File: config.mk
export PLATFORM = sky130hd
export DESIGN_NAME = short_name_path_validator_flat
export DESIGN_NICKNAME = d
export VERILOG_FILES = /design/src/snpv_pkg.sv /design/src/snpv_if.sv /design/src/snpv_csr.sv /design/src/snpv_path_core.sv /design/src/short_name_path_validator.sv /design/src/flat_wrapper.sv
export SDC_FILE = /design/constraint.sdc
export NUM_CORES = 1
export LEC_CHECK = 0
export ABC_CLOCK_PERIOD_IN_PS = 2800
export BUFFER_PORTS_ARGS = -buffer_cell sky130_fd_sc_hd__buf_2
export CAP_MARGIN = 15
export CORE_AREA = 5 5 78 108
export DETAILED_ROUTE_END_ITERATION = 8
export DIE_AREA = 0 0 83 113
export PLACE_DENSITY = 0.84
export SLEW_MARGIN = 10
export SYNTH_ARGS = -nofsm -noshare
export SYNTH_HDL_FRONTEND = slang
export SYNTH_SLANG_ARGS = --single-unit
File: constraint.sdc
create_clock -name clock -period 2.8 [get_ports clock]
set_clock_uncertainty 0.05 [all_clocks]
set_input_delay 0.56 -clock clock [delete_from_list [all_inputs] [get_ports clock]]
set_output_delay 0.56 -clock clock [all_outputs]
set_load 0.005 [all_outputs]
File: src/snpv_pkg.sv
// Shared types, constants and the character-set function for the 8.3 path validator.
// No dependencies; every other source file imports this package.
package snpv_pkg;

   localparam int CH_W       = 16;
   localparam int LEN_W      = 12;
   localparam int BASE_W     = 4;
   localparam int EXT_W      = 2;
   localparam int CSR_DATA_W = 32;
   localparam int CSR_ADDR_W = 3;

   localparam logic [BASE_W-1:0] BASE_MAX  = 4'd8;
   localparam logic [EXT_W-1:0]  EXT_MAX   = 2'd3;
   localparam logic [LEN_W-1:0]  COUNT_MAX = 12'hFFF;
   localparam logic [LEN_W-1:0]  MAX_LEN_RESET = 12'd64;

   localparam logic [CH_W-1:0] CHAR_BACKSLASH = 16'h005C;
   localparam logic [CH_W-1:0] CHAR_DOT       = 16'h002E;
   localparam logic [CH_W-1:0] CHAR_LOWER_A   = 16'h0061;
   localparam logic [CH_W-1:0] CHAR_LOWER_Z   = 16'h007A;
   localparam logic [CH_W-1:0] CASE_OFFSET    = 16'h0020;

   // Register index, taken from paddr bit 2.
   localparam logic REG_MAX_PATH_LEN = 1'b0;

   typedef struct packed {
      logic [CH_W-1:0] ch;
      logic            no_char;
      logic            last;
   } item_type;

   function automatic logic in_charset(input logic [CH_W-1:0] c);
      return c inside {[16'h0041:16'h005A], [16'h0030:16'h0039],
                       16'h0024, 16'h0025, 16'h0027, 16'h002D, 16'h005F,
                       16'h0040, 16'h007E, 16'h0021, 16'h0023, 16'h0028,
                       16'h0029, 16'h007B, 16'h007D, 16'h005E};
   endfunction

endpackage

File: src/snpv_if.sv
// Valid/ready channel interfaces for the character words and the verdict words.
// Depends on snpv_pkg for field widths.
interface snpv_req_if;
   import snpv_pkg::*;
   logic            valid;
   logic            ready;
   logic [CH_W-1:0] ch;
   logic            no_char;
   logic            last;

   modport source (output valid, output ch, output no_char, output last, input ready);
   modport sink   (input valid, input ch, input no_char, input last, output ready);
endinterface

interface snpv_rsp_if;
   logic valid;
   logic ready;
   logic valid_res;

   modport source (output valid, output valid_res, input ready);
   modport sink   (input valid, input valid_res, output ready);
endinterface

File: src/snpv_csr.sv
// APB-style register block holding the maximum path length.
// Depends on snpv_pkg for widths, register index and reset value.
module snpv_csr (
   input  logic                             clock,
   input  logic                             reset,
   input  logic                             csr_psel,
   input  logic                             csr_penable,
   input  logic                             csr_pwrite,
   input  logic [snpv_pkg::CSR_ADDR_W-1:0]  csr_paddr,
   input  logic [snpv_pkg::CSR_DATA_W-1:0]  csr_pwdata,
   output logic [snpv_pkg::CSR_DATA_W-1:0]  csr_prdata,
   output logic                             csr_pready,
   output logic [snpv_pkg::LEN_W-1:0]       max_len
);
   import snpv_pkg::*;

   logic [LEN_W-1:0] max_len_ff;
   logic [LEN_W-1:0] max_len_in;
   logic             reg_sel;
   logic             wr_en;

   assign reg_sel = (csr_paddr[2] == REG_MAX_PATH_LEN);
   assign wr_en   = csr_psel && csr_penable && csr_pwrite;

   always_comb begin
      max_len_in = max_len_ff;
      if (wr_en && reg_sel) begin
         max_len_in = csr_pwdata[LEN_W-1:0];
      end
   end

   always_ff @(posedge clock) begin
      if (reset) begin
         max_len_ff <= MAX_LEN_RESET;
      end else begin
         max_len_ff <= max_len_in;
      end
   end

   assign csr_pready = 1'b1;
   assign csr_prdata = reg_sel ? {{(CSR_DATA_W-LEN_W){1'b0}}, max_len_ff} : '0;
   assign max_len    = max_len_ff;

endmodule

File: src/snpv_path_core.sv
// Per-path state (component counters, dot flag, sticky failure, length) and verdict logic.
// Depends on snpv_pkg for the word type, limits and character set.
module snpv_path_core (
   input  logic                        clock,
   input  logic                        reset,
   input  logic                        step,
   input  snpv_pkg::item_type          item,
   input  logic [snpv_pkg::LEN_W-1:0]  max_len,
   output logic                        verdict_ok
);
   import snpv_pkg::*;

   logic [BASE_W-1:0] base_ff, base_in, base_n;
   logic [EXT_W-1:0]  ext_ff, ext_in, ext_n;
   logic              dot_ff, dot_in, dot_n;
   logic              fail_ff, fail_in, fail_n;
   logic [LEN_W-1:0]  count_ff, count_in, count_n;
   logic [CH_W-1:0]   c_up;
   logic              open_ok, open_ok_n;

   assign open_ok = (base_ff != '0) && !(dot_ff && ext_ff == '0);

   always_comb begin
      base_n  = base_ff;
      ext_n   = ext_ff;
      dot_n   = dot_ff;
      fail_n  = fail_ff;
      count_n = count_ff;
      c_up    = item.ch;
      if (item.ch >= CHAR_LOWER_A && item.ch <= CHAR_LOWER_Z) begin
         c_up = item.ch - CASE_OFFSET;
      end
      if (!item.no_char) begin
         if (count_ff != COUNT_MAX) begin
            count_n = count_ff + 1'b1;
         end
         if (c_up == CHAR_BACKSLASH) begin
            // A separator closes the component, which must have been well formed.
            if (!open_ok) begin
               fail_n = 1'b1;
            end
            base_n = '0;
            ext_n  = '0;
            dot_n  = 1'b0;
         end else if (c_up == CHAR_DOT) begin
            if (dot_ff || base_ff == '0) begin
               fail_n = 1'b1;
            end
            dot_n = 1'b1;
         end else if (!in_charset(c_up)) begin
            fail_n = 1'b1;
         end else if (dot_ff) begin
            if (ext_ff == EXT_MAX) begin
               fail_n = 1'b1;
            end else begin
               ext_n = ext_ff + 1'b1;
            end
         end else begin
            if (base_ff >= BASE_MAX) begin
               fail_n = 1'b1;
            end else begin
               base_n = base_ff + 1'b1;
            end
         end
      end
   end

   assign open_ok_n  = (base_n != '0) && !(dot_n && ext_n == '0);
   assign verdict_ok = !fail_n && (count_n < max_len) && (count_n == '0 || open_ok_n);

   always_comb begin
      base_in  = base_ff;
      ext_in   = ext_ff;
      dot_in   = dot_ff;
      fail_in  = fail_ff;
      count_in = count_ff;
      if (step) begin
         if (item.last) begin
            base_in  = '0;
            ext_in   = '0;
            dot_in   = 1'b0;
            fail_in  = 1'b0;
            count_in = '0;
         end else begin
            base_in  = base_n;
            ext_in   = ext_n;
            dot_in   = dot_n;
            fail_in  = fail_n;
            count_in = count_n;
         end
      end
   end

   always_ff @(posedge clock) begin
      if (reset) begin
         base_ff  <= '0;
         ext_ff   <= '0;
         dot_ff   <= 1'b0;
         fail_ff  <= 1'b0;
         count_ff <= '0;
      end else begin
         base_ff  <= base_in;
         ext_ff   <= ext_in;
         dot_ff   <= dot_in;
         fail_ff  <= fail_in;
         count_ff <= count_in;
      end
   end

endmodule

File: src/short_name_path_validator.sv
// An accepted character word sits in the input register and updates the path counters
// when it steps on; a last-marked word then loads its verdict word into the result
// register, and stays in the input register while an unaccepted verdict word is held.
// Throughput: one word per cycle, but a last-marked word is held while the verdict before it is not taken.
// Reset: synchronous, active high; clears the path state and the valid flags of both stage
// registers, and sets the maximum path length to 64.
module short_name_path_validator (
   input  logic                             clock,
   input  logic                             reset,
   snpv_req_if.sink                         req_chan,
   snpv_rsp_if.source                       rsp_chan,
   input  logic                             csr_psel,
   input  logic                             csr_penable,
   input  logic                             csr_pwrite,
   input  logic [snpv_pkg::CSR_ADDR_W-1:0]  csr_paddr,
   input  logic [snpv_pkg::CSR_DATA_W-1:0]  csr_pwdata,
   output logic [snpv_pkg::CSR_DATA_W-1:0]  csr_prdata,
   output logic                             csr_pready
);
   import snpv_pkg::*;

   logic             in_valid_ff, in_valid_in;
   item_type         in_item_ff, in_item_in;
   logic             out_valid_ff, out_valid_in;
   logic             out_res_ff, out_res_in;
   logic             step;
   logic             verdict_ok;
   logic [LEN_W-1:0] max_len;

   snpv_csr u_csr (
      .clock       (clock),
      .reset       (reset),
      .csr_psel    (csr_psel),
      .csr_penable (csr_penable),
      .csr_pwrite  (csr_pwrite),
      .csr_paddr   (csr_paddr),
      .csr_pwdata  (csr_pwdata),
      .csr_prdata  (csr_prdata),
      .csr_pready  (csr_pready),
      .max_len     (max_len)
   );

   snpv_path_core u_core (
      .clock      (clock),
      .reset      (reset),
      .step       (step),
      .item       (in_item_ff),
      .max_len    (max_len),
      .verdict_ok (verdict_ok)
   );

   // A word without last never needs the result register, so it moves on regardless.
   assign step = in_valid_ff && (!out_valid_ff || rsp_chan.ready || !in_item_ff.last);
   assign req_chan.ready = !in_valid_ff || step;

   always_comb begin
      in_valid_in = in_valid_ff;
      in_item_in  = in_item_ff;
      if (req_chan.valid && req_chan.ready) begin
         in_valid_in        = 1'b1;
         in_item_in.ch      = req_chan.ch;
         in_item_in.no_char = req_chan.no_char;
         in_item_in.last    = req_chan.last;
      end else if (step) begin
         in_valid_in = 1'b0;
      end

      out_valid_in = out_valid_ff;
      out_res_in   = out_res_ff;
      if (step && in_item_ff.last) begin
         out_valid_in = 1'b1;
         out_res_in   = verdict_ok;
      end else if (rsp_chan.ready) begin
         out_valid_in = 1'b0;
      end
   end

   always_ff @(posedge clock) begin
      if (reset) begin
         in_valid_ff  <= 1'b0;
         out_valid_ff <= 1'b0;
      end else begin
         in_valid_ff  <= in_valid_in;
         out_valid_ff <= out_valid_in;
      end
      in_item_ff <= in_item_in;
      out_res_ff <= out_res_in;
   end

   assign rsp_chan.valid     = out_valid_ff;
   assign rsp_chan.valid_res = out_res_ff;

endmodule

File: src/flat_wrapper.sv
// flat-port wrapper written by rule: the top's interface ports become plain ports
module short_name_path_validator_flat import snpv_pkg::*;
  (clock, reset, csr_psel, csr_penable, csr_pwrite, csr_paddr, csr_pwdata, csr_prdata, csr_pready, req_chan_valid, req_chan_ch, req_chan_no_char, req_chan_last, req_chan_ready, rsp_chan_valid, rsp_chan_valid_res, rsp_chan_ready);
  snpv_req_if req_chan_i ();
  snpv_rsp_if rsp_chan_i ();
  input  logic clock;
  input  logic reset;
  input  logic csr_psel;
  input  logic csr_penable;
  input  logic csr_pwrite;
  input  logic [snpv_pkg::CSR_ADDR_W-1:0] csr_paddr;
  input  logic [snpv_pkg::CSR_DATA_W-1:0] csr_pwdata;
  output logic [snpv_pkg::CSR_DATA_W-1:0] csr_prdata;
  output logic csr_pready;
  input wire logic [$bits(req_chan_i.valid)-1:0] req_chan_valid;
  input wire logic [$bits(req_chan_i.ch)-1:0] req_chan_ch;
  input wire logic [$bits(req_chan_i.no_char)-1:0] req_chan_no_char;
  input wire logic [$bits(req_chan_i.last)-1:0] req_chan_last;
  output wire logic [$bits(req_chan_i.ready)-1:0] req_chan_ready;
  output wire logic [$bits(rsp_chan_i.valid)-1:0] rsp_chan_valid;
  output wire logic [$bits(rsp_chan_i.valid_res)-1:0] rsp_chan_valid_res;
  input wire logic [$bits(rsp_chan_i.ready)-1:0] rsp_chan_ready;
  assign req_chan_i.valid = req_chan_valid;
  assign req_chan_i.ch = req_chan_ch;
  assign req_chan_i.no_char = req_chan_no_char;
  assign req_chan_i.last = req_chan_last;
  assign req_chan_ready = req_chan_i.ready;
  assign rsp_chan_valid = rsp_chan_i.valid;
  assign rsp_chan_valid_res = rsp_chan_i.valid_res;
  assign rsp_chan_i.ready = rsp_chan_ready;
  short_name_path_validator u_core (.clock(clock), .reset(reset), .req_chan(req_chan_i), .rsp_chan(rsp_chan_i), .csr_psel(csr_psel), .csr_penable(csr_penable), .csr_pwrite(csr_pwrite), .csr_paddr(csr_paddr), .csr_pwdata(csr_pwdata), .csr_prdata(csr_prdata), .csr_pready(csr_pready));
endmodule
==> impl_results.md <==
* Max IR drop VDD at 0.310 mV
* Sw Ratio at 26.8%
* Most frequent cells in the layout: buf_2, buf_4, nand2_1, nor2_1, dfxtp_1
* Ys flop type: dfxtp_1
* CTS tree: built
* Area leader, netlist: dfxtp_1
* CP cell instances: nand3b_1, buf_6, a211oi_4, a21oi_2, ha_1, a21o_1, a21o_1, a21oi_2, o211ai_1, a41oi_2, o21ai_2, a211oi_2
* Antenna viol nets, final at 0
* NetSw at 0.000394 W
* RSZ-0062 raised after global routing: yes
* Core footprint at 7310 sq um
* Number of synthesized register bits at 53
* Post-detail-place hpwl at 6640 microns
* Top-area cell type share of the netlist area at 20.0%
* Placed Instances at 572
* RePlAce Congestion at 0.953
* Sequential element share of the synthesized area at 36.7%
* Critical path class: reg -> reg
* Crit path capture type: flip-flop
* Final setup fails at 1
* Final net count at 562
* Placement row count at 37
* Num CTS Buffers at 5
* Root buffer selected by CTS: clkbuf_8
* Pleak at 1.79 nW
* Initial drt markers at 140
* Antenna diode count at 0
* Max Fanout on Critical Path at 4
* WP depth at 12
* First-pass GRT wire length at 14,500 microns
* Buf/Inv on CP at 1
* Area growth from synthesis to layout at 24.2%
* Pre-antenna DRT Iters at 4
* I/O pins at 96
* Minimum clock period at 2.83 ns
* Per-cell routed wire length at 15.2 microns
* Worst hold path type: in -> reg
* Max Cap Viol at 0
* Hold-critical path depth at 1
* Pin count of the biggest net entering global routing at 34
* Period utilization at 101%
* Comb power frac at 11.3%
* Most common cell after layout, fill and taps aside: buf_2
* CP startpoint kind: flip-flop
* # hold bufs at CTS at 0
* Seq pwr share at 56.8%
* Mapped Area at 3410 sq um
* Clk_lat worst skew at 0.32 ns
* Hold Fails Final Rpt at 0
* Register-to-Register Path Depth at 12
* Crit path setup slack, layout at -0.0267 ns
* CP arrival at 2.94 ns
* Initial Util at 46.6%
* F_max at 354 MHz
* Syn avg cell area at 8.53 sq um
* Critical Path RT at 2.91 ns
* Buffers on Ports at 52
* Clock slew at reported path FFs at 0.10 ns
* Post-Syn Instances at 400
* Die width at 83 microns
* Synth async-reset ratio at 0%
* Slew Limit Headroom at 29.9%
* Grt ovf at 0
* P per Cell Area at 348 nW/um^2
* Clk pwr share at 31.9%
* Vias post-DR at 3,282
* Family with the most delay on the worst path: compound AO/OA/AOI/OAI gates
* Vias per inst at 5.61
* Post-Layout Cell Count at 585
* CTS max path bufs at 2
* CTS sink cnt at 53
* Vias in the first global route at 3,304
* Place WS at -0.141 ns
* Failing checks: setup timing
* Final core occ at 57.9%
* Pint at 0.00108 W
* Critical path's largest stage delay at 0.43 ns
* Top cells by area, synth: dfxtp_1, edfxtp_1, ha_1
* Status: finished with violations
* GRT Overall Usage at 18.6%
* Layout cells sized above 1 at 30.9%
* CTS H-Tree Depth at 2
* Worst-Margin Slew at 1.05 ns
* DRT Wirelength at 8920 microns
* Fillers at 639
* EDFF count, synth at 19
* Slowest cell on the critical path: edfxtp_1
* Final count of pins violating max slew at 0
* Initial antenna violation count at 0
* Die Y at 113 microns
* Syn. warnings at 0
* Synth unique cells at 64
* Die area at 9380 sq um
* Drt drc at 0
[per-layer routing]
metal  global-route usage, %  part of all wire (%)
met1                    18.3                    35
met2                    36.8                    56
met3                    2.91                   5.5
met4                    9.38                   3.1
met5                       0                     0
[what timing repair did]
item / 4_1_cts / 5_1_grt
pin swaps: 8 / 1
buffers inserted: 5 / 0
setup endpoints to repair: 1 / 4
resized for setup: 24 / 7
[flip-flops by register name, indices dropped and copies added, names as in the netlist, 2 cells and up]
name                    flops
u_core.in_item_ff          18
u_core.u_csr.max_len       12
u_core.u_core.base_ff       4
u_core.u_core.ext_ff        2
u_core.u_core.count_ff     12
[cells in the mapped netlist, types with 4 or more instances]
cell type / number
ha_1: 15
o21ai_0: 12
a21o_1: 4
nor2_1: 42
a21oi_1: 24
nor2b_1: 6
xnor2_1: 4
mux2_2: 5
dfxtp_1: 34
or3_1: 4
nor3_1: 7
a22oi_1: 11
nand4_1: 6
nand2b_1: 4
buf_4: 21
nand2_1: 41
nand3_1: 10
inv_1: 22
clkbuf_1: 13
edfxtp_1: 19
buf_2: 7
nor4_1: 5
nand3b_1: 4
o211ai_1: 4
a211oi_1: 6
and3_1: 5
xor2_1: 5
a31oi_1: 8
[per-stage QoR]
stage,total power [W],setup TNS [ns],instance area [sq um],hold slack (ns)
after floorplan,0.000971,0,3480,0.386
after global placement,0.00101,-0.172,3960,0.393
after detailed placement,0.00101,-0.141,3960,0.397
after CTS,0.00147,-0.0294,4200,0.352
after global routing,0.00154,-0.149,4240,0.337
final,0.00147,-0.0267,4240,0.359
[power groups by stage]
stage                     registers [W]  logic, W  clock network, W
after CTS                      0.000836  0.000162          0.000475
after global placement         0.000853  0.000154                 0
after detailed placement       0.000854  0.000160                 0
final                          0.000836  0.000167          0.000470
after global routing           0.000840  0.000185          0.000515
after floorplan                0.000849  0.000122                 0
[cell families after synthesis]
logic type | share of synthesized area (%)
buf+inv | 9.83
mux | 1.65
fa+ha+maj | 5.50
xor+xnor | 2.31
flops | 36.7
compound gates | 20.1
simple gates | 23.7
other cells | 0.220
[final timing paths]
check	startpoint	end	slack [ns]
hold / removal	req_chan_ch[2]	u_core.in_item_ff[4]	0.36
hold reg to reg	u_core.u_csr.max_len[4]	u_core.u_csr.max_len[4]	0.41
setup / recovery	u_core.in_item_ff[1]	u_core.rsp_chan.valid_res	-0.03
setup reg to reg	u_core.in_item_ff[1]	u_core.rsp_chan.valid_res	-0.03
[area by class of cell]
cell class	instances	area, sq um	area share, %
clock buffer	5	68.8	1.62
timing repair buffer	103	647	15.3
tap	97	121	2.86
sequential	53	1250	29.6
multi-input combinational	302	2030	48.0
inverter	22	82.6	1.95
clock inverter	3	28.8	0.679
Power figures use the tool's default switching activity.
